<file path="config.mk">
export PLATFORM = sky130hd
export DESIGN_NAME = alc_div
export DESIGN_NICKNAME = d
export VERILOG_FILES = /design/src/hw/rtl/alc_pkg.sv /design/src/hw/rtl/alc_div.sv
export SDC_FILE = /design/constraint.sdc
export NUM_CORES = 1
export LEC_CHECK = 0
export BUFFER_PORTS_ARGS = -buffer_cell sky130_fd_sc_hd__buf_2
export CAP_MARGIN = 20
export CORE_MARGIN = 2
export CORE_UTILIZATION = 50
export DETAILED_ROUTE_END_ITERATION = 8
export MAX_ROUTING_LAYER = met4
export PLACE_DENSITY = 0.7
export SLEW_MARGIN = 20
export SYNTH_ARGS = -nofsm -noshare
export SYNTH_HDL_FRONTEND = slang
export SYNTH_SLANG_ARGS = --single-unit
</file>
<file path="constraint.sdc">
create_clock -name clock -period 2.22 [get_ports clock]
set_input_delay 0.333 -clock clock [delete_from_list [all_inputs] [get_ports clock]]
set_output_delay 0.333 -clock clock [all_outputs]
set_load 0.05 [all_outputs]
</file>
<file path="src/hw/rtl/alc_pkg.sv">
// Shared types and constants for the audio loss concealment core.
// Holds the request/response beat structs, operation codes and fixed widths.
// No dependencies.
`timescale 1ns / 1ps

package alc_pkg;

   localparam int SAMPLE_W = 16;
   localparam int SIZE_W   = 9;
   localparam int COUNT_W  = 32;
   localparam int STEP_W   = 17;

   // Q1.16 unity weight
   localparam logic [STEP_W-1:0] ONE_Q16 = 17'h10000;

   localparam logic [1:0] FUNC_GOOD    = 2'd0;
   localparam logic [1:0] FUNC_HINT    = 2'd1;
   localparam logic [1:0] FUNC_CONCEAL = 2'd2;
   // no effect at all: no store write, no beat, position held
   localparam logic [1:0] FUNC_SKIP    = 2'd3;

   localparam logic [1:0] STRAT_SILENCE = 2'd0;
   localparam logic [1:0] STRAT_REPEAT  = 2'd1;
   localparam logic [1:0] STRAT_INTERP  = 2'd2;

   localparam logic [1:0] MODE_NONE    = 2'd0;
   localparam logic [1:0] MODE_SILENCE = 2'd1;
   localparam logic [1:0] MODE_REPEAT  = 2'd2;
   localparam logic [1:0] MODE_INTERP  = 2'd3;

   localparam logic CSR_STRATEGY   = 1'b0;
   localparam logic CSR_MAX_STREAK = 1'b1;
   localparam int   CSR_DATA_W     = 4;

   typedef struct packed {
      logic [1:0]                 func;
      logic signed [SAMPLE_W-1:0] sample_in;
      logic                       frame_end;
      logic [SIZE_W-1:0]          out_size;
   } req_type;

   typedef struct packed {
      logic signed [SAMPLE_W-1:0] out_sample;
      logic                       produced;
      logic                       out_last;
      logic [SIZE_W-1:0]          written_count;
      logic [COUNT_W-1:0]         total_concealed;
   } rsp_type;

endpackage

</file>
<file path="src/hw/rtl/alc_div.sv">
// Radix-2 restoring divider for the crossfade weight step.
// Computes (65536 + d/2) / d, one quotient bit per cycle. Uses alc_pkg.
`timescale 1ns / 1ps

module alc_div (
   input  logic                        clock,
   input  logic                        reset,
   input  logic                        start,
   input  logic [alc_pkg::SIZE_W-1:0]  divisor,
   output logic [alc_pkg::STEP_W-1:0]  quotient,
   output logic                        done
);

   localparam int CNT_W = $clog2(alc_pkg::STEP_W + 1);

   logic                        busy_ff, busy_in;
   logic                        done_ff, done_in;
   logic [CNT_W-1:0]            cnt_ff, cnt_in;
   logic [alc_pkg::SIZE_W-1:0]  dvs_ff, dvs_in;
   logic [alc_pkg::SIZE_W-1:0]  rem_ff, rem_in;
   logic [alc_pkg::STEP_W-1:0]  quo_ff, quo_in;
   logic [alc_pkg::SIZE_W:0]    trial;
   logic                        take;

   assign trial = {rem_ff, quo_ff[alc_pkg::STEP_W-1]};
   assign take  = (trial >= {1'b0, dvs_ff});

   always_comb begin
      busy_in = busy_ff;
      done_in = 1'b0;
      cnt_in  = cnt_ff;
      dvs_in  = dvs_ff;
      rem_in  = rem_ff;
      quo_in  = quo_ff;
      if (start) begin
         busy_in = 1'b1;
         cnt_in  = CNT_W'(alc_pkg::STEP_W);
         dvs_in  = divisor;
         rem_in  = '0;
         quo_in  = alc_pkg::ONE_Q16 + alc_pkg::STEP_W'(divisor >> 1);
      end else if (busy_ff) begin
         // shift in the next dividend bit, subtract when it fits
         rem_in = take ? alc_pkg::SIZE_W'(trial - {1'b0, dvs_ff})
                       : alc_pkg::SIZE_W'(trial);
         quo_in = {quo_ff[alc_pkg::STEP_W-2:0], take};
         cnt_in = cnt_ff - 1'b1;
         if (cnt_ff == CNT_W'(1)) begin
            busy_in = 1'b0;
            done_in = 1'b1;
         end
      end
   end

   always_ff @(posedge clock) begin
      if (reset) begin
         busy_ff <= 1'b0;
         done_ff <= 1'b0;
         cnt_ff  <= '0;
      end else begin
         busy_ff <= busy_in;
         done_ff <= done_in;
         cnt_ff  <= cnt_in;
      end
   end

   always_ff @(posedge clock) begin
      dvs_ff <= dvs_in;
      rem_ff <= rem_in;
      quo_ff <= quo_in;
   end

   assign quotient = quo_ff;
   assign done     = done_ff;

endmodule

</file>
==> qor.txt <==
num ports - 30
worst-skew pair later-pin latency - 290 ps
Setup WS post-layout - -75.0 ps
Post-Place Setup Slack - -56.9 ps
critical path type - flip-flop to flip-flop
yosys warns - 0
CTS H-tree depth - 2
TritonCTS clock tree - built
DP Wirelength - 2.98 mm
crit path max-delay cell type - edfxtp_1
Max Clk Rate - 0.436 GHz
area occupied by multi-input gates - 0.00105 sq mm
Worst IR Drop VDD - 0.591 mV
worst-path fanout max - 8
share of the clock period used by the worst path after layout - 103%
Synth Cell Area - 0.00214 sq mm
die width - 69.5 um
detailed-route vias per instance - 5.45
Worst EP arrival - 2340 ps
Pins Over Slew Limit - 0
total length of routed wires - 4.23 mm
fraction of layout cells with a size suffix above 1 - 36.6%
critical path, cell by cell - inv_1, ha_2, inv_2, fa_2, a211oi_4, o21a_2, o211ai_4, mux2_4
CTS buffer count - 5
CP required - 2270 ps
CP max stage delay - 410 ps
Antenna Cells - 0
Synth Instances - 189
die area - 0.00483 sq mm
layout net count - 255
crit path time final - 2290 ps
vias in the first global route - 1516
number of port buffers - 29
sequential share of the synthesized area - 51.3%
initial DRC count - 88
Lkg Pwr - 1.09 nW
RSZ-0062 raised after global routing - true
initial antenna violation count - 0
TNS Setup - -200 ps
first-pass GRT wire length - 7.13 mm
CP Launch Type - flip-flop
Finished Cell Area - 0.00263 sq mm
Max Cap Violations - 0
clock skew after layout - 7.38 ps
Hold Crit Class - input port to flip-flop
Async SR Flop Fraction - 0%
# setup viols final - 4
placed cell area - 0.00242 sq mm
All-Layer GR Usage - 19.0%
# clock sinks - 42
status - complete, but fails checks
clock tree buffer depth - 2
average instance area after synthesis - 11.3 sq um
Root Buffer Master - clkbuf_8
synthesized net count - 213
Clock transition at path regs - 80 ps
initial core utilization - 52.9%
flip-flop and latch area - 0.00110 sq mm
1st-pass router iterations - 4
Pwr per Cell Area - 823 mW/mm^2
ys flop type - edfxtp_1
placer congestion estimate - 0.958
FILL cells - 328
final hold viol count - 0
Area Overhead vs Synth - 22.6%
synth unique cells - 41
Least-Margin Pin Slew - 587 ps
Placeable Area - 0.00406 sq mm
post-synthesis sequential element count - 42
Die Height - 69.5 um
Worst setup EP type - flip-flop
# rows - 23
number of synthesized flops with an enable pin - 26
vias - 1536
largest net degree at the start of global routing - 30
total grt overflow - 0
DRT antenna net count - 0
DRC Markers - 0
most common cell after layout, fill and taps aside - buf_2
final hold slack - 217 ps
reg2reg setup slack - -70 ps
Avg WL per Cell - 15.0 um
failing checks - setup timing
commonest cells after routing, fill and taps aside - buf_2 (29), edfxtp_1 (26), nor2_1 (20)
relative slew slack - 60.9%
## path summary, 6_finish.rpt
check,from,to,cells after the start
setup / recovery,quotient[16],quotient[0],8
hold / removal,divisor[0],dvs_ff[0],1
setup reg to reg,quotient[16],quotient[0],8
hold reg to reg,rem_ff[2],rem_ff[2],2
## sequential cells by signal, summed over array words and instances, names as in the netlist
name      cells
busy_ff       1
dvs_ff        9
rem_ff        9
quotient     17
done          1
cnt_ff        5
## cell type report
class | instances | area share, %
clock buffer | 8 | 4.24
sequential | 42 | 41.9
tap | 50 | 2.38
timing repair buffer | 44 | 9.80
multi-input combinational | 125 | 39.8
inverter | 13 | 1.86
## synth_stat cells, types with 2 or more instances
master,number,share of area (%)
ha_1,11,6.4
edfxtp_1,26,36
nor2_1,20,3.5
o31ai_1,2,0.70
mux2i_1,6,2.8
xnor2_1,2,0.82
nand2b_1,3,0.88
xor2_1,6,2.5
dfxtp_1,16,15
nand3_1,3,0.70
o211ai_1,4,1.4
a21oi_1,7,1.6
or2_2,2,0.58
mux2_2,9,4.7
nor4b_1,2,0.82
a311oi_1,3,1.2
nand2_1,8,1.4
buf_2,2,0.47
a211oi_1,7,2.5
nand3b_1,2,0.70
inv_1,13,2.3
clkbuf_1,7,1.2
nor2b_1,8,2.3
nor3_1,3,0.70
## through the flow
stage | power [mW] | instances | util, %
floorplan | 1.39 | 189 | -
global placement | 1.53 | 270 | 59.7
detailed placement | 1.54 | 270 | 59.7
CTS | 2.12 | 278 | 62.7
global route | 2.26 | 282 | 64.8
finish | 2.16 | 282 | 64.8
## critical path, delay by kind of cell, from the launching register on
kind	cells	cell delay, ps
buffers and inverters	2	120
AOI/OAI and AO/OA	3	670
muxes	1	300
adders and majority gates	2	550
DFF	1	410
## metal layers
| layer | wire (um) | vias to the layer above | GRT usage (%) | share of wire, % |
|---|---|---|---|---|
| met5 | 0 | - | - | 0 |
| met4 | 78 | 0 | 6.54 | 1.8 |
| met3 | 161 | 7 | 4.36 | 3.8 |
| met2 | 2000 | 36 | 28.5 | 47 |
| met1 | 1990 | 728 | 25.5 | 47 |
| li1 | - | 765 | - | - |
## power breakdown
group	switching [mW]	internal, mW
Clock	0.261	0.322
Sequential	0.0425	0.907
Combinational	0.378	0.252
Total	0.682	1.48
## repair_timing
item                                    CTS  global route
endpoints found under the setup margin    4            10
pin swaps                                 1            11
buffers inserted                          0             4
hold buffers                              0             0
gates resized for setup                   2            14
## cell families (layout without fill, tap and decap cells)
family,Yosys count,count (layout),share of synthesized area (%)
xor gates and xnor gates,8,8,3.27
DFF,42,42,51.3
and+or+nand+nor,58,58,15.2
adders and majority gates,12,12,7.35
AOI/OAI and AO/OA,32,32,11.4
muxes,15,15,7.53
buffers and inverters,22,65,3.97
Note: power is estimated with default switching activity, not from simulation.
